[config.mk]
export PLATFORM = sky130hd
export DESIGN_NAME = tail_framed_packet_parser
export DESIGN_NICKNAME = d
export VERILOG_FILES = /design/src/rtl/core/tfpp_pkg.sv /design/src/rtl/core/tail_framed_packet_parser.sv /design/src/rtl/core/tfpp_front.sv /design/src/rtl/core/tfpp_queue.sv /design/src/rtl/core/tfpp_back.sv
export SDC_FILE = /design/constraint.sdc
export NUM_CORES = 1
export LEC_CHECK = 0
export BUFFER_PORTS_ARGS = -buffer_cell sky130_fd_sc_hd__buf_2
export CORE_ASPECT_RATIO = 1.1
export CORE_MARGIN = 8
export CORE_UTILIZATION = 45
export CTS_BUF_LIST = sky130_fd_sc_hd__clkbuf_8
export DETAILED_ROUTE_END_ITERATION = 10
export PLACE_DENSITY = 0.74
export SLEW_MARGIN = 10
export SYNTH_ARGS = -nofsm -noshare
export SYNTH_HDL_FRONTEND = slang
export SYNTH_SLANG_ARGS = --single-unit
[constraint.sdc]
create_clock -name clk_i -period 21.9 [get_ports clk_i]
set_input_delay 1.095 -clock clk_i [delete_from_list [all_inputs] [get_ports clk_i]]
set_output_delay 1.095 -clock clk_i [all_outputs]
set_load 0.005 [all_outputs]
[src/rtl/core/tfpp_pkg.sv]
`timescale 1ns / 1ps
`default_nettype none

package tfpp_pkg;

  // build-time defaults
  localparam int StreamMaxBytes = 1024;
  localparam int QueueDepth     = 4;
  localparam int ApbAddrW       = 5;
  localparam int ApbDataW       = 32;

  // register reset values
  localparam logic [7:0] HeadReset   = 8'hA5;
  localparam logic [7:0] TailReset0  = 8'h5A;
  localparam logic [7:0] TailReset1  = 8'hA5;
  localparam logic [7:0] TailReset2  = 8'h5A;
  localparam logic [7:0] TailReset3  = 8'hA5;
  localparam logic [7:0] StreamReset = 8'hFF;
  localparam logic [7:0] MaskReset   = 8'h02;
  localparam logic [7:0] LimitReset  = 8'd64;

  typedef enum logic [2:0] {
    REG_HEAD   = 3'd0,
    REG_TAIL0  = 3'd1,
    REG_TAIL1  = 3'd2,
    REG_TAIL2  = 3'd3,
    REG_TAIL3  = 3'd4,
    REG_STREAM = 3'd5,
    REG_MASK   = 3'd6,
    REG_LIMIT  = 3'd7
  } reg_idx_e;

  typedef enum logic [2:0] {
    KIND_STD_BYTE    = 3'd0,
    KIND_STREAM_BYTE = 3'd1,
    KIND_STD_DONE    = 3'd2,
    KIND_STREAM_DONE = 3'd3,
    KIND_ABORT       = 3'd4
  } kind_e;

  typedef struct packed {
    logic [7:0] head_value;
    logic [7:0] tail_first;
    logic [7:0] tail_second;
    logic [7:0] tail_third;
    logic [7:0] tail_fourth;
    logic [7:0] streaming_length_code;
    logic [7:0] end_flag_mask;
    logic [7:0] standard_payload_limit;
  } cfg_t;

  typedef struct packed {
    logic       opcode;
    logic [7:0] rx_byte;
  } in_item_t;

  typedef struct packed {
    kind_e       kind;
    logic [7:0]  payload_byte;
    logic [9:0]  byte_index;
    logic [7:0]  source_id;
    logic [7:0]  dest_id;
    logic [7:0]  length_byte;
    logic [7:0]  command_byte;
    logic [7:0]  chunk_flags;
    logic        final_flag;
    logic [10:0] byte_total;
    logic        last;
  } out_item_t;

  // one queue entry: a bundle of 1..4 results from one input byte
  typedef struct packed {
    logic [2:0]      num;
    kind_e           kind;
    logic [3:0][7:0] bytes;
    logic [9:0]      base_index;
    logic [7:0]      source_id;
    logic [7:0]      dest_id;
    logic [7:0]      length_byte;
    logic [7:0]      command_byte;
    logic [7:0]      chunk_flags;
    logic            final_flag;
    logic [10:0]     byte_total;
  } q_entry_t;

  // queue state as seen by the front and back
  typedef struct packed {
    logic full;
    logic valid;
  } q_status_t;

endpackage

`default_nettype wire

[src/rtl/core/tail_framed_packet_parser.sv]
`timescale 1ns / 1ps
`default_nettype none

// channel   | direction | handshake             | payload
// ----------+-----------+-----------------------+------------------------------
// in        | input     | in_valid_i/in_stall_o | in_data_i  (opcode, rx_byte)
// out       | output    | out_valid_o/out_stall_i | out_data_o (one result)
// apb cfg   | input     | psel/penable/pready   | paddr, pwdata, prdata
//
// one byte is taken every cycle while the result queue has room; the front
// parser settles each byte in that cycle and queues at most one bundle of up to
// four results, which pass the queue and then the output register. the back
// end sends one result per unstalled cycle, so a byte with several results
// holds it until all are sent; the queue of QUEUE_DEPTH bundles soaks that up.
// reset empties the queue and puts the parser back to hunting the head byte

module tail_framed_packet_parser import tfpp_pkg::*; #(
  parameter int STREAM_MAX_BYTES = StreamMaxBytes,
  parameter int QUEUE_DEPTH      = QueueDepth
) (
  input  wire logic                clk_i,
  input  wire logic                rst_ni,
  // byte input
  input  wire logic                in_valid_i,
  output logic                     in_stall_o,
  input  wire in_item_t            in_data_i,
  // results
  output logic                     out_valid_o,
  input  wire logic                out_stall_i,
  output out_item_t                out_data_o,
  // register port
  input  wire logic                psel,
  input  wire logic                penable,
  input  wire logic                pwrite,
  input  wire logic [ApbAddrW-1:0] paddr,
  input  wire logic [ApbDataW-1:0] pwdata,
  output logic [ApbDataW-1:0]      prdata,
  output logic                     pready
);

  cfg_t      cfg_q;
  reg_idx_e  reg_idx;
  logic      wr_en;
  logic [7:0] rd_val;

  q_status_t q_status;
  q_entry_t  push_entry;
  q_entry_t  head_entry;
  logic      push;
  logic      pop;

  // register file: always ready, one write per access phase
  assign pready  = 1'b1;
  assign reg_idx = reg_idx_e'(paddr[ApbAddrW-1:2]);
  assign wr_en   = psel && penable && pwrite && pready;

  always_ff @(posedge clk_i or negedge rst_ni) begin
    if (!rst_ni) begin
      cfg_q.head_value             <= HeadReset;
      cfg_q.tail_first             <= TailReset0;
      cfg_q.tail_second            <= TailReset1;
      cfg_q.tail_third             <= TailReset2;
      cfg_q.tail_fourth            <= TailReset3;
      cfg_q.streaming_length_code  <= StreamReset;
      cfg_q.end_flag_mask          <= MaskReset;
      cfg_q.standard_payload_limit <= LimitReset;
    end else if (wr_en) begin
      case (reg_idx)
        REG_HEAD:   cfg_q.head_value             <= pwdata[7:0];
        REG_TAIL0:  cfg_q.tail_first             <= pwdata[7:0];
        REG_TAIL1:  cfg_q.tail_second            <= pwdata[7:0];
        REG_TAIL2:  cfg_q.tail_third             <= pwdata[7:0];
        REG_TAIL3:  cfg_q.tail_fourth            <= pwdata[7:0];
        REG_STREAM: cfg_q.streaming_length_code  <= pwdata[7:0];
        REG_MASK:   cfg_q.end_flag_mask          <= pwdata[7:0];
        REG_LIMIT:  cfg_q.standard_payload_limit <= pwdata[7:0];
        default:    cfg_q.head_value             <= cfg_q.head_value;
      endcase
    end
  end

  // readback
  always_comb begin
    case (reg_idx)
      REG_HEAD:   rd_val = cfg_q.head_value;
      REG_TAIL0:  rd_val = cfg_q.tail_first;
      REG_TAIL1:  rd_val = cfg_q.tail_second;
      REG_TAIL2:  rd_val = cfg_q.tail_third;
      REG_TAIL3:  rd_val = cfg_q.tail_fourth;
      REG_STREAM: rd_val = cfg_q.streaming_length_code;
      REG_MASK:   rd_val = cfg_q.end_flag_mask;
      REG_LIMIT:  rd_val = cfg_q.standard_payload_limit;
      default:    rd_val = 8'd0;
    endcase
  end
  assign prdata = {{(ApbDataW - 8){1'b0}}, rd_val};

  // front: parse state and per-byte result bundle
  tfpp_front #(
    .STREAM_MAX_BYTES (STREAM_MAX_BYTES)
  ) u_front (
    .clk_i      (clk_i),
    .rst_ni     (rst_ni),
    .cfg_i      (cfg_q),
    .in_valid_i (in_valid_i),
    .in_data_i  (in_data_i),
    .in_stall_o (in_stall_o),
    .q_status_i (q_status),
    .push_o     (push),
    .entry_o    (push_entry)
  );

  // bundle queue between the parser and the result sender
  tfpp_queue #(
    .DEPTH (QUEUE_DEPTH)
  ) u_queue (
    .clk_i    (clk_i),
    .rst_ni   (rst_ni),
    .push_i   (push),
    .entry_i  (push_entry),
    .pop_i    (pop),
    .head_o   (head_entry),
    .status_o (q_status)
  );

  // back: unpacks bundles into single result transfers
  tfpp_back u_back (
    .clk_i       (clk_i),
    .rst_ni      (rst_ni),
    .head_i      (head_entry),
    .q_status_i  (q_status),
    .pop_o       (pop),
    .out_valid_o (out_valid_o),
    .out_stall_i (out_stall_i),
    .out_data_o  (out_data_o)
  );

  // a bundle only leaves the queue when there is one
  a_pop_valid : assert property (@(posedge clk_i) disable iff (!rst_ni)
    pop |-> q_status.valid)
    else $error("pop from empty bundle queue");

  // completions and aborts are always the only result of their byte
  a_single_done : assert property (@(posedge clk_i) disable iff (!rst_ni)
    (out_valid_o && out_data_o.kind != KIND_STD_BYTE &&
     out_data_o.kind != KIND_STREAM_BYTE) |-> out_data_o.last)
    else $error("completion or abort result not marked last");

  // released stream bytes of one bundle follow back to back with rising index
  a_bundle_index : assert property (@(posedge clk_i) disable iff (!rst_ni)
    (out_valid_o && !out_stall_i && !out_data_o.last &&
     out_data_o.kind == KIND_STREAM_BYTE) |=>
    (out_valid_o && out_data_o.byte_index == $past(out_data_o.byte_index) + 10'd1))
    else $error("stream byte bundle broke sequence");

endmodule

`default_nettype wire

[src/rtl/core/tfpp_front.sv]
`timescale 1ns / 1ps
`default_nettype none

module tfpp_front import tfpp_pkg::*; #(
  parameter int STREAM_MAX_BYTES = StreamMaxBytes
) (
  input  wire logic     clk_i,
  input  wire logic     rst_ni,
  input  wire cfg_t     cfg_i,
  input  wire logic     in_valid_i,
  input  wire in_item_t in_data_i,
  output logic          in_stall_o,
  input  wire q_status_t q_status_i,
  output logic          push_o,
  output q_entry_t      entry_o
);

  localparam int MaxW  = $clog2(STREAM_MAX_BYTES + 1);
  localparam int CntW  = (MaxW > 8) ? MaxW : 8;
  localparam int WideW = (CntW > 11) ? CntW : 11;
  localparam logic [CntW-1:0] CntMax = CntW'(STREAM_MAX_BYTES);

  typedef enum logic [2:0] {
    PH_HEAD, PH_SRC, PH_DST, PH_LEN, PH_CMD, PH_DATA, PH_TAIL, PH_STREAM
  } phase_e;

  phase_e          phase_q, phase_d;
  logic [7:0]      src_q, src_d, dst_q, dst_d, len_q, len_d, cmd_q, cmd_d;
  logic [CntW-1:0] cnt_q, cnt_d;
  logic [7:0]      first_q, first_d;
  logic [1:0]      pend_q, pend_d;

  logic            accept;
  logic [7:0]      b;
  logic [7:0]      dl;
  logic [3:0][7:0] tail;
  logic [3:0][7:0] seq;
  logic            ok;
  logic [1:0]      kk;
  logic [2:0]      rel;
  logic [2:0]      nrel;
  logic [CntW-1:0] room;
  logic [WideW-1:0] cnt_wide;
  logic            go_idle;

  assign in_stall_o = q_status_i.full;
  assign accept     = in_valid_i && !q_status_i.full;
  assign b          = in_data_i.rx_byte;
  assign dl         = (len_q == 8'd0) ? 8'd0 : len_q - 8'd1;
  assign tail       = {cfg_i.tail_fourth, cfg_i.tail_third, cfg_i.tail_second, cfg_i.tail_first};
  assign cnt_wide   = WideW'(cnt_q);

  // stream tail search: longest held suffix that still opens the tail
  always_comb begin
    kk = 2'd0;
    for (int k = 1; k <= 3; k++) begin
      ok = (k <= int'(pend_q)) && (b == tail[2'(k - 1)]);
      for (int j = 0; j < 2; j++) begin
        if (j < k - 1 && tail[2'(int'(pend_q) + 1 - k + j)] != tail[2'(j)]) ok = 1'b0;
      end
      if (ok) kk = 2'(k);
    end
    rel = 3'(pend_q) + 3'd1 - 3'(kk);
    for (int i = 0; i < 4; i++) begin
      seq[i] = (i < int'(pend_q)) ? tail[i] : b;
    end
    room = CntMax - cnt_q;
    nrel = (room >= CntW'(rel)) ? rel : room[2:0];
  end

  always_comb begin
    phase_d = phase_q;
    src_d   = src_q;
    dst_d   = dst_q;
    len_d   = len_q;
    cmd_d   = cmd_q;
    cnt_d   = cnt_q;
    first_d = first_q;
    pend_d  = pend_q;
    go_idle = 1'b0;
    push_o  = 1'b0;
    entry_o = '0;
    entry_o.num          = 3'd1;
    entry_o.kind         = KIND_STD_BYTE;
    entry_o.source_id    = src_q;
    entry_o.dest_id      = dst_q;
    entry_o.length_byte  = len_q;
    entry_o.command_byte = cmd_q;
    if (accept) begin
      if (in_data_i.opcode) begin
        if (phase_q != PH_HEAD) begin
          push_o             = 1'b1;
          entry_o.kind       = KIND_ABORT;
          entry_o.byte_total = cnt_wide[10:0];
        end
        go_idle = 1'b1;
      end else begin
        case (phase_q)
          PH_HEAD: begin
            if (b == cfg_i.head_value) phase_d = PH_SRC;
          end
          PH_SRC: begin
            src_d   = b;
            phase_d = PH_DST;
          end
          PH_DST: begin
            dst_d   = b;
            phase_d = PH_LEN;
          end
          PH_LEN: begin
            len_d   = b;
            phase_d = PH_CMD;
          end
          PH_CMD: begin
            cmd_d  = b;
            cnt_d  = '0;
            pend_d = 2'd0;
            if (len_q == cfg_i.streaming_length_code) begin
              phase_d = PH_STREAM;
            end else if (dl == 8'd0) begin
              phase_d = PH_TAIL;
            end else if (dl <= cfg_i.standard_payload_limit) begin
              phase_d = PH_DATA;
            end else begin
              // length over the limit
              push_o               = 1'b1;
              entry_o.kind         = KIND_ABORT;
              entry_o.command_byte = b;
              go_idle              = 1'b1;
            end
          end
          PH_DATA: begin
            push_o             = 1'b1;
            entry_o.kind       = KIND_STD_BYTE;
            entry_o.bytes[0]   = b;
            entry_o.base_index = cnt_wide[9:0];
            cnt_d              = cnt_q + CntW'(1);
            if (cnt_d >= CntW'(dl)) begin
              phase_d = PH_TAIL;
              pend_d  = 2'd0;
            end
          end
          PH_TAIL: begin
            if (b == tail[pend_q]) begin
              if (pend_q == 2'd3) begin
                push_o             = 1'b1;
                entry_o.kind       = KIND_STD_DONE;
                entry_o.byte_total = cnt_wide[10:0];
                go_idle            = 1'b1;
              end else begin
                pend_d = pend_q + 2'd1;
              end
            end else begin
              push_o             = 1'b1;
              entry_o.kind       = KIND_ABORT;
              entry_o.byte_total = cnt_wide[10:0];
              go_idle            = 1'b1;
            end
          end
          PH_STREAM: begin
            if (b == tail[pend_q]) begin
              if (pend_q == 2'd3) begin
                if (cnt_q != '0) begin
                  push_o              = 1'b1;
                  entry_o.kind        = KIND_STREAM_DONE;
                  entry_o.chunk_flags = first_q;
                  entry_o.final_flag  = |(first_q & cfg_i.end_flag_mask);
                  entry_o.byte_total  = cnt_wide[10:0];
                end
                go_idle = 1'b1;
              end else begin
                pend_d = pend_q + 2'd1;
              end
            end else begin
              // release broken-off tail bytes as payload, count saturates
              if (nrel != 3'd0) begin
                push_o             = 1'b1;
                entry_o.num        = nrel;
                entry_o.kind       = KIND_STREAM_BYTE;
                entry_o.bytes      = seq;
                entry_o.base_index = cnt_wide[9:0];
                if (cnt_q == '0) first_d = seq[0];
              end
              cnt_d  = cnt_q + CntW'(nrel);
              pend_d = kk;
            end
          end
          default: begin
            go_idle = 1'b1;
          end
        endcase
      end
    end
    if (go_idle) begin
      phase_d = PH_HEAD;
      src_d   = 8'd0;
      dst_d   = 8'd0;
      len_d   = 8'd0;
      cmd_d   = 8'd0;
      cnt_d   = '0;
      first_d = 8'd0;
      pend_d  = 2'd0;
    end
  end

  always_ff @(posedge clk_i or negedge rst_ni) begin
    if (!rst_ni) begin
      phase_q <= PH_HEAD;
      src_q   <= 8'd0;
      dst_q   <= 8'd0;
      len_q   <= 8'd0;
      cmd_q   <= 8'd0;
      cnt_q   <= '0;
      first_q <= 8'd0;
      pend_q  <= 2'd0;
    end else begin
      phase_q <= phase_d;
      src_q   <= src_d;
      dst_q   <= dst_d;
      len_q   <= len_d;
      cmd_q   <= cmd_d;
      cnt_q   <= cnt_d;
      first_q <= first_d;
      pend_q  <= pend_d;
    end
  end

endmodule

`default_nettype wire

[src/rtl/core/tfpp_queue.sv]
`timescale 1ns / 1ps
`default_nettype none

module tfpp_queue import tfpp_pkg::*; #(
  parameter int DEPTH = QueueDepth
) (
  input  wire logic     clk_i,
  input  wire logic     rst_ni,
  input  wire logic     push_i,
  input  wire q_entry_t entry_i,
  input  wire logic     pop_i,
  output q_entry_t      head_o,
  output q_status_t     status_o
);

  localparam int PtrW = (DEPTH > 1) ? $clog2(DEPTH) : 1;
  localparam int CntW = $clog2(DEPTH + 1);

  q_entry_t        mem_q [DEPTH];
  logic [PtrW-1:0] wr_q, rd_q;
  logic [CntW-1:0] cnt_q;
  logic            do_push, do_pop;

  assign status_o.full  = (cnt_q == CntW'(DEPTH));
  assign status_o.valid = (cnt_q != '0);
  assign do_push        = push_i && !status_o.full;
  assign do_pop         = pop_i && status_o.valid;
  assign head_o         = mem_q[rd_q];

  always_ff @(posedge clk_i) begin
    if (do_push) mem_q[wr_q] <= entry_i;
  end

  always_ff @(posedge clk_i or negedge rst_ni) begin
    if (!rst_ni) begin
      wr_q  <= '0;
      rd_q  <= '0;
      cnt_q <= '0;
    end else begin
      if (do_push) wr_q <= (wr_q == PtrW'(DEPTH - 1)) ? '0 : wr_q + PtrW'(1);
      if (do_pop)  rd_q <= (rd_q == PtrW'(DEPTH - 1)) ? '0 : rd_q + PtrW'(1);
      case ({do_push, do_pop})
        2'b10:   cnt_q <= cnt_q + CntW'(1);
        2'b01:   cnt_q <= cnt_q - CntW'(1);
        default: cnt_q <= cnt_q;
      endcase
    end
  end

endmodule

`default_nettype wire

[src/rtl/core/tfpp_back.sv]
`timescale 1ns / 1ps
`default_nettype none

module tfpp_back import tfpp_pkg::*; (
  input  wire logic      clk_i,
  input  wire logic      rst_ni,
  input  wire q_entry_t  head_i,
  input  wire q_status_t q_status_i,
  output logic           pop_o,
  output logic           out_valid_o,
  input  wire logic      out_stall_i,
  output out_item_t      out_data_o
);

  logic       load;
  logic       at_end;
  logic [1:0] sub_q;
  out_item_t  res;
  out_item_t  out_q;
  logic       out_valid_q;

  assign load   = q_status_i.valid && (!out_valid_q || !out_stall_i);
  assign at_end = ({1'b0, sub_q} == head_i.num - 3'd1);
  assign pop_o  = load && at_end;

  // one result of the head bundle, picked by the sub-index
  always_comb begin
    res.kind         = head_i.kind;
    res.payload_byte = head_i.bytes[sub_q];
    res.byte_index   = head_i.base_index + 10'(sub_q);
    res.source_id    = head_i.source_id;
    res.dest_id      = head_i.dest_id;
    res.length_byte  = head_i.length_byte;
    res.command_byte = head_i.command_byte;
    res.chunk_flags  = head_i.chunk_flags;
    res.final_flag   = head_i.final_flag;
    res.byte_total   = head_i.byte_total;
    res.last         = at_end;
  end

  always_ff @(posedge clk_i) begin
    if (load) out_q <= res;
  end

  always_ff @(posedge clk_i or negedge rst_ni) begin
    if (!rst_ni) begin
      out_valid_q <= 1'b0;
      sub_q       <= 2'd0;
    end else if (load) begin
      out_valid_q <= 1'b1;
      sub_q       <= at_end ? 2'd0 : sub_q + 2'd1;
    end else if (!out_stall_i) begin
      out_valid_q <= 1'b0;
    end
  end

  assign out_valid_o = out_valid_q;
  assign out_data_o  = out_q;

endmodule

`default_nettype wire
# Word level (Yosys, flattened, before mapping)
# Memories as Yosys holds them, arrays and structs flattened.
# Cells that the tools add are included.
[totals]
ff_bits = 204
mem_bits_rw = 400
inputBits = 53
out_inout_bits = 109
wordCells = 286
memories = 1
[memory_table]
columns = ["name", "words", "word_bits", "rd", "rd_clocked_by_memory_dff", "write_ports", "line", "rtl"]
rows = [
  ["u_queue.mem_q", 4, 100, 1, 0, 1, "tfpp_queue.sv:19", "q_entry_t mem_q [DEPTH];"],
]
[op_classes]
addsub = 18
magnitude_cmp = 14
eq_ne = 38
muxes = 130
n_bitwise = 1
n_reduce_logical = 52
[ops]
columns = ["op", "n"]
rows = [
  ["$mux 8", 39],
  ["$mux 48", 2],
  ["$mux 11", 8],
  ["$mux 42", 2],
  ["$bmux 8 s2", 5],
  ["$pmux 8 s8", 1],
  ["$mux 20", 3],
  ["$mux 3", 20],
  ["$eq 8x8->1", 5],
  ["$pmux 18 s2", 1],
  ["$pmux 11 s3", 1],
  ["$mux 2", 14],
  ["$mux 28", 1],
  ["$eq 3x3->1 const B", 9],
  ["$mux 24", 1],
  ["$ne 8x8->1", 3],
  ["$mux 1", 23],
  ["$pmux 11 s2", 1],
  ["$pmux 3 s6", 1],
  ["$reduce_bool 2->1", 9],
  ["$mux 17", 1],
  ["$logic_not 8->1", 2],
  ["$reduce_and 2->1", 8],
  ["$eq 3x2->1 const B", 4],
  ["other kinds (53)", 89],
]

# Depth between registers and ports, before layout
[logic_depth]
depth_word = 21
mapped_depth = 36

# Cells and area by module
# A second synthesis with hierarchy kept.
[unflattened]
cells_unflattened = 1773
area_unflattened_um2 = 27742.9
[by_module_without_submodules]
columns = ["module", "instances", "cells_each", "area_per_inst_um2", "seq_area_each_um2"]
rows = [
  ["tfpp_queue", 1, 562, 14868.0, 12186.7],
  ["tfpp_front", 1, 835, 6767.7, 1401.3],
  ["tail_framed_packet_parser", 1, 245, 3249.4, 1639.1],
  ["tfpp_back", 1, 131, 2857.7, 2297.2],
]

# Worst setup path before layout
# Ideal clock, no wire load.
[synth_timing]
path_kind = "reg-to-reg"
start = "register u_front.pend_q[1]"
end = "memory u_queue.mem_q[0][0] (netlist bit), enable pin"
setup_time_ns = 0.572
t_arrival_ns = 9.525
required_ns = 21.328
setup_slack_ns = 11.802
path_stages_with_launch = 26
path_buffers = 3
cell_sequence = "dfrtp_1 > buf_2 > buf_1 > inv_1 > ha_1 > clkbuf_1 > or3b_2 > a21oi_1 > o211ai_1 > nor4_1 > o211ai_1 > o31ai_1 > ha_1 > inv_1 > ha_1 > xor2_1 > inv_1 > ha_1 > o21ai_0 > a21oi_1 > or3_1 > a211oi_2 > a21oi_1 > a21oi_1 > a221oi_4 > nor2b_1"
[synth_via]
elab_chain_cells = 21
elab_cells_between_ends = 48
[synth_lines]
columns = ["element", "line", "rtl"]
rows = [
  ["start: declaration", "tfpp_front.sv:31", "logic [1:0] pend_q, pend_d;"],
  ["start signal: assignment", "tfpp_front.sv:224", "pend_q <= pend_d;"],
  ["$add 2x1->2", "n/a", ""],
  ["$sub 2x1->2 or $sub 2x2->2 (tied branches)", "tfpp_front.sv:59", "if (j < k - 1 && tail[2'(int'(pend_q) + 1 - k + j)] != tail[2'(j)]) ok = 1'b0;"],
  ["$add 2x2->2 or $bmux 8 s2 (tied branches)", "tfpp_front.sv:59", ""],
  ["$bmux 8 s2 or $mux 8 (tied branches)", "tfpp_front.sv:59", ""],
  ["$mux 8 (not written as such)", "tfpp_front.sv:59", ""],
  ["$mux 8 (not written as such) or $ne 8x8->1 (tied branches)", "tfpp_front.sv:59", ""],
  ["$ne 8x8->1 or $mux 1 (tied branches)", "tfpp_front.sv:59", ""],
  ["$mux 1 or $mux 2 (tied branches)", "tfpp_front.sv:59, tfpp_front.sv:61", ""],
  ["(+5 left out)", "n/a", ""],
  ["$mux 1", "tfpp_front.sv:176", "if (nrel != 3'd0) begin"],
  ["$mux 1", "tfpp_front.sv:161", "if (b == tail[pend_q]) begin"],
  ["$pmux 1 s4 (*)", "tfpp_front.sv:98", "case (phase_q)"],
  ["$mux 1 (*)", "tfpp_front.sv:90", "if (in_data_i.opcode) begin"],
  ["$mux 1 (*)", "tfpp_front.sv:89", "if (accept) begin"],
  ["$logic_and 1x1->1 (*)", "tfpp_queue.sv:26", "assign do_push = push_i && !status_o.full;"],
  ["$mux 1 (*)", "tfpp_queue.sv:31", "if (do_push) mem_q[wr_q] <= entry_i;"],
  ["$mux 1 (not written as such) (*)", "tfpp_queue.sv:31", ""],
  ["end: declaration", "tfpp_queue.sv:19", ""],
]
# Mark *: on every way between the ends. The rest lies on a longest branch, timed or not. The select of a mux whose other input is x is not followed.

# Worst setup path in the final report
[layout_timing]
start = "register u_front.pend_q[1]"
end = "memory u_queue.mem_q[0][19] (netlist bit), enable pin"
# Same word-level chain as after synthesis.

==> results.rst <==
.. list-table::
   :header-rows: 1

   * - Metric
     - Value
   * - Number of max-cap violations
     - 0
   * - Initial cell density of the core
     - 45.60%
   * - Clock Root Buffer
     - sky130_fd_sc_hd__clkbuf_8
   * - Share of the synthesized area in compound gates (AO/OA/AOI/OAI)
     - 5.087%
   * - Outcome
     - complete, no violations
   * - Later-pin clock latency in the skew report
     - 690 ps
   * - Crit path max-delay cell type
     - sky130_fd_sc_hd__dfrtp_1
   * - Clock input transition at the sequential cells of the worst setup and hold paths
     - 60 ps
   * - Num CTS Buffers
     - 92
   * - TritonCTS clock tree
     - done
   * - Length in cells of the worst reg-to-reg path
     - 24
   * - Mean routed wirelength per cell
     - 22.95 um
   * - Peak ir drop on the vdd network
     - 0.05702 mV
   * - Syn_area_per_cell
     - 15.02 um2
   * - Placer's final routability congestion estimate
     - 0.8970
   * - Wire length of the first global-routing pass
     - 97.82 mm
   * - HPWL reported at the end of detailed placement
     - 42.08 mm
   * - Final TNS setup
     - 0 ps
   * - DIE WIDTH
     - 250.9 um
   * - Start point of the worst min-delay path
     - u_front.cmd_q[5]$_DFFE_PN0P_
   * - Post-Synthesis Cells
     - 1818
   * - Synth area leader
     - sky130_fd_sc_hd__edfxtp_1
   * - Worst hold stages
     - 2
   * - Overflow left after global routing
     - 0
   * - Iteration-0 DRC Markers
     - 1413
   * - Cells resized by post-CTS repair
     - 0
   * - Minimum setup slack after placement
     - 13830 ps
   * - Worst max-slew margin expressed relative to the limit
     - 17.71%
   * - Critical path endpoint category
     - register
   * - Final ANT Viol Nets
     - 0
   * - Top post-synthesis cells by area
     - sky130_fd_sc_hd__edfxtp_1 52%, sky130_fd_sc_hd__mux4_2 10%, sky130_fd_sc_hd__dfrtp_1 9.2%
   * - Total routing resource utilization after global routing
     - 18.37%
   * - Req. time, crit path
     - 22190 ps
   * - Synthesis-stage register bit count
     - 604
   * - Simple-gate portion of the synthesized area
     - 6.939%
   * - Maximum single-stage delay on the critical path
     - 990 ps
   * - Post-synthesis sequential area ratio
     - 64.19%
   * - CTS Hold Bufs
     - 0
   * - Number of pins with negative max-slew slack in the final report
     - 0
   * - Count of buffers from port buffering
     - 110
   * - Netlist area before placement
     - 27300 um2
   * - CP startpoint
     - u_front.pend_q[1]$_DFFE_PN0P_
   * - Slack of the critical path
     - 13700 ps
   * - Endpoint with the worst hold slack
     - u_front.cmd_q[5]$_DFFE_PN0P_
   * - Total power per unit cell area
     - 121.7 nW/um2
   * - Number of top-level design ports
     - 162
   * - Number of buffers inserted to repair setup after CTS
     - 0
   * - Largest net degree at the start of global routing
     - 70
   * - Xor-xnor portion of the synthesized cell area
     - 3.304%
   * - Area growth, synth to finish
     - 10.94%
   * - Setup clock skew after layout
     - 52.23 ps
   * - Number of global-route vias before repair
     - 16320
   * - RSZ-0062 raised after global routing
     - false
   * - Critical Path, Cell by Cell
     - inv_1, ha_1, or3b_2, a21oi_1, o211ai_1, nor4_1, o211ai_1, o31ai_1, ha_1, inv_1, ha_1, xor2_1, inv_1, ha_1, o21ai_0, a21oi_1, or3_1, a211oi_2, a21oi_1, a21oi_1, a221oi_4, nor2b_4, buf_4, buf_4
   * - Number of detailed-routing iterations run before antenna repair
     - 5
   * - Leading cell type by number of instances after synthesis
     - sky130_fd_sc_hd__edfxtp_1
   * - Per-cell via count in the routed design
     - 5.683
   * - Arrival time of the worst setup path
     - 8490 ps
   * - Worst setup path category
     - reg -> reg
   * - FF-to-FF Start
     - u_front.pend_q[1]$_DFFE_PN0P_
   * - Most common library cells after synthesis
     - 474 x sky130_fd_sc_hd__edfxtp_1, 162 x sky130_fd_sc_hd__nor2_1, 123 x sky130_fd_sc_hd__mux4_2, 100 x sky130_fd_sc_hd__dfrtp_1, 77 x sky130_fd_sc_hd__mux2_2
   * - Worst-margin pin slew
     - 1231 ps
   * - Path class of the lowest-slack min-delay path
     - reg -> reg
   * - Number of flops mapped to enable cells by yosys
     - 474
   * - Final clock period utilization by the worst path
     - 37.45%
   * - Number of hold violations in the final report
     - 0
   * - Fraction of layout instances using a drive strength above 1
     - 25.61%
   * - Number of antenna violations at the first check in global routing
     - 2
   * - Routed wire length
     - 63.77 mm
   * - Async set-reset flop share out of synthesis
     - 21.52%
   * - Total of warnings raised by yosys
     - 0
   * - Synth Area in Adders
     - 2.191%
   * - Critical-path maximum fanout
     - 60
   * - Final setup violating endpoints
     - 0
   * - Net total in the final layout
     - 2032
   * - Die Footprint
     - 68820 um2
   * - Number of design rule violations left after detail routing
     - 0
   * - R2r setup slk
     - 13700 ps
   * - Inserted Diodes
     - 0
   * - Most common flop cell mapped by yosys
     - sky130_fd_sc_hd__edfxtp_1
   * - Reg2Reg Capture Point
     - u_queue.mem_q[0][19]$_DFFE_PP_
   * - Cell Rows
     - 94
   * - Die Ht
     - 274.3 um
   * - Count of unique library cells instantiated by Yosys
     - 69
   * - Via total after detailed routing
     - 15790
   * - Startpoint types
     - register
   * - Leak pwr
     - 11.05 nW
   * - Total clock sinks
     - 604
   * - Min Clock Period, post-route
     - 8202 ps
   * - Post-synthesis mux area share
     - 14.97%
   * - Number of H-tree branching levels
     - 3
   * - Maximum clock rate
     - 121.9 MHz
   * - Max clock buf depth
     - 3
   * - Core footprint
     - 59860 um2
   * - Largest family of logic cells by synthesized area
     - multiplexers
   * - Area share of the leading cell type in the synthesized netlist
     - 52.14%
[critical path, delay by kind of cell, from the launching register on]
family	cells	cell delay (ps)
DFF	1	990
AOI/OAI and AO/OA	10	1790
xor gates and xnor gates	1	320
adders and majority gates	4	1550
and+or+nand+nor	4	1330
buffers and inverters	5	1720
[report_power, final]
| part | switching (mW) | internal [mW] |
|---|---|---|
| Clock | 0.433 | 0.467 |
| Sequential | 0.191 | 1.54 |
| Combinational | 0.559 | 0.492 |
| Total | 1.18 | 2.50 |
[flip-flops by register name, summed over array words and instances (netlist names)]
name / flops
u_front.src_q: 8
u_back.sub_q: 2
u_front.cmd_q: 8
u_front.dst_q: 8
cfg_q: 64
u_queue.rd_q: 2
u_front.phase_q: 3
u_front.len_q: 8
u_front.cnt_q: 11
u_front.first_q: 8
u_back.out_data_o: 74
u_queue.mem_q: 400
u_front.pend_q: 2
u_queue.cnt_q: 3
u_queue.wr_q: 2
u_back.out_valid_o: 1
[cell families (layout without fill, tap and decap cells)]
kind of cell | Yosys count | after routing
simple gates | 400 | 400
other cells | 2 | 25
buf+inv | 205 | 375
compound gates | 213 | 213
xor+xnor | 103 | 103
fa+ha+maj | 46 | 46
mux | 245 | 245
flops | 604 | 604
[through the flow]
step | cells | power, mW | utilization [%] | hold WS (ps) | instance area, um2
floorplan | 1841 | 2.465 | - | 444.6 | 27390
global placement | 2607 | 2.774 | 47.56 | 455.5 | 28470
detailed placement | 2607 | 2.821 | 47.56 | 467.1 | 28470
CTS | 2779 | 3.728 | 50.59 | 439.6 | 30280
global route | 2779 | 3.890 | 50.59 | 492.3 | 30290
finish | 2779 | 3.685 | 50.59 | 478.4 | 30290
[worst max path at each step]
stage | to | cells past startpoint
after floorplan | u_queue.mem_q[0][0]$_DFFE_PP_ | 25
after global placement | u_queue.mem_q[0][13]$_DFFE_PP_ | 24
after detailed placement | u_queue.mem_q[0][29]$_DFFE_PP_ | 24
after CTS | u_queue.mem_q[0][6]$_DFFE_PP_ | 24
after global routing | u_queue.mem_q[0][21]$_DFFE_PP_ | 24
final | u_queue.mem_q[0][19]$_DFFE_PP_ | 24
[area by class of cell]
cell class	count	area, um2
timing repair buffer	129	695.7
clock inverter	70	405.4
inverter	74	277.8
sequential	604	17530
fill	4874	29580
tap	768	960.9
multi-input combinational	1032	9012
clock buffer	102	1404
[routing by layer]
metal	global-route usage, %	vias to the layer above	routed length, um
met5	0	-	16
met4	7.921	2	2215
met3	3.703	113	3891
met2	30.63	548	31530
met1	23.26	8058	26110
li1	-	7071	-
[cell usage in the layout (no fill, tap or decap), types with 7 or more instances in the layout]
| cell | Yosys | routed |
|---|---|---|
| sky130_fd_sc_hd__a211oi_1 | 8 | 8 |
| sky130_fd_sc_hd__xnor2_1 | 58 | 58 |
| sky130_fd_sc_hd__o31ai_1 | 12 | 12 |
| sky130_fd_sc_hd__xor2_1 | 45 | 45 |
| sky130_fd_sc_hd__clkinv_2 | 0 | 13 |
| sky130_fd_sc_hd__nand3_1 | 27 | 27 |
| sky130_fd_sc_hd__nor2_1 | 162 | 162 |
| sky130_fd_sc_hd__nor3_1 | 29 | 28 |
| sky130_fd_sc_hd__and2_1 | 16 | 16 |
| sky130_fd_sc_hd__buf_4 | 25 | 20 |
| sky130_fd_sc_hd__o211ai_1 | 8 | 8 |
| sky130_fd_sc_hd__nand2_1 | 74 | 74 |
| sky130_fd_sc_hd__mux4_2 | 123 | 123 |
| sky130_fd_sc_hd__nor4_1 | 10 | 10 |
| sky130_fd_sc_hd__dfstp_2 | 30 | 30 |
| sky130_fd_sc_hd__a21oi_1 | 64 | 63 |
| sky130_fd_sc_hd__mux2i_1 | 45 | 45 |
| sky130_fd_sc_hd__mux2_2 | 77 | 77 |
| sky130_fd_sc_hd__a32o_1 | 8 | 8 |
| sky130_fd_sc_hd__or2_2 | 9 | 9 |
| sky130_fd_sc_hd__conb_1 | 2 | 25 |
| sky130_fd_sc_hd__dfrtp_1 | 100 | 98 |
| sky130_fd_sc_hd__clkinv_1 | 1 | 18 |
| sky130_fd_sc_hd__inv_1 | 73 | 103 |
| sky130_fd_sc_hd__nor2b_1 | 21 | 17 |
| sky130_fd_sc_hd__o22ai_1 | 10 | 10 |
| sky130_fd_sc_hd__a22oi_1 | 10 | 10 |
| sky130_fd_sc_hd__o21ai_0 | 48 | 48 |
| sky130_fd_sc_hd__clkbuf_8 | 0 | 102 |
| sky130_fd_sc_hd__edfxtp_1 | 474 | 474 |
| sky130_fd_sc_hd__and3_1 | 8 | 8 |
| sky130_fd_sc_hd__nand4_1 | 13 | 13 |
| sky130_fd_sc_hd__buf_2 | 16 | 109 |
| sky130_fd_sc_hd__ha_1 | 43 | 43 |
| sky130_fd_sc_hd__nand2b_1 | 7 | 7 |
No activity file was read; power rests on OpenSTA's default activity.
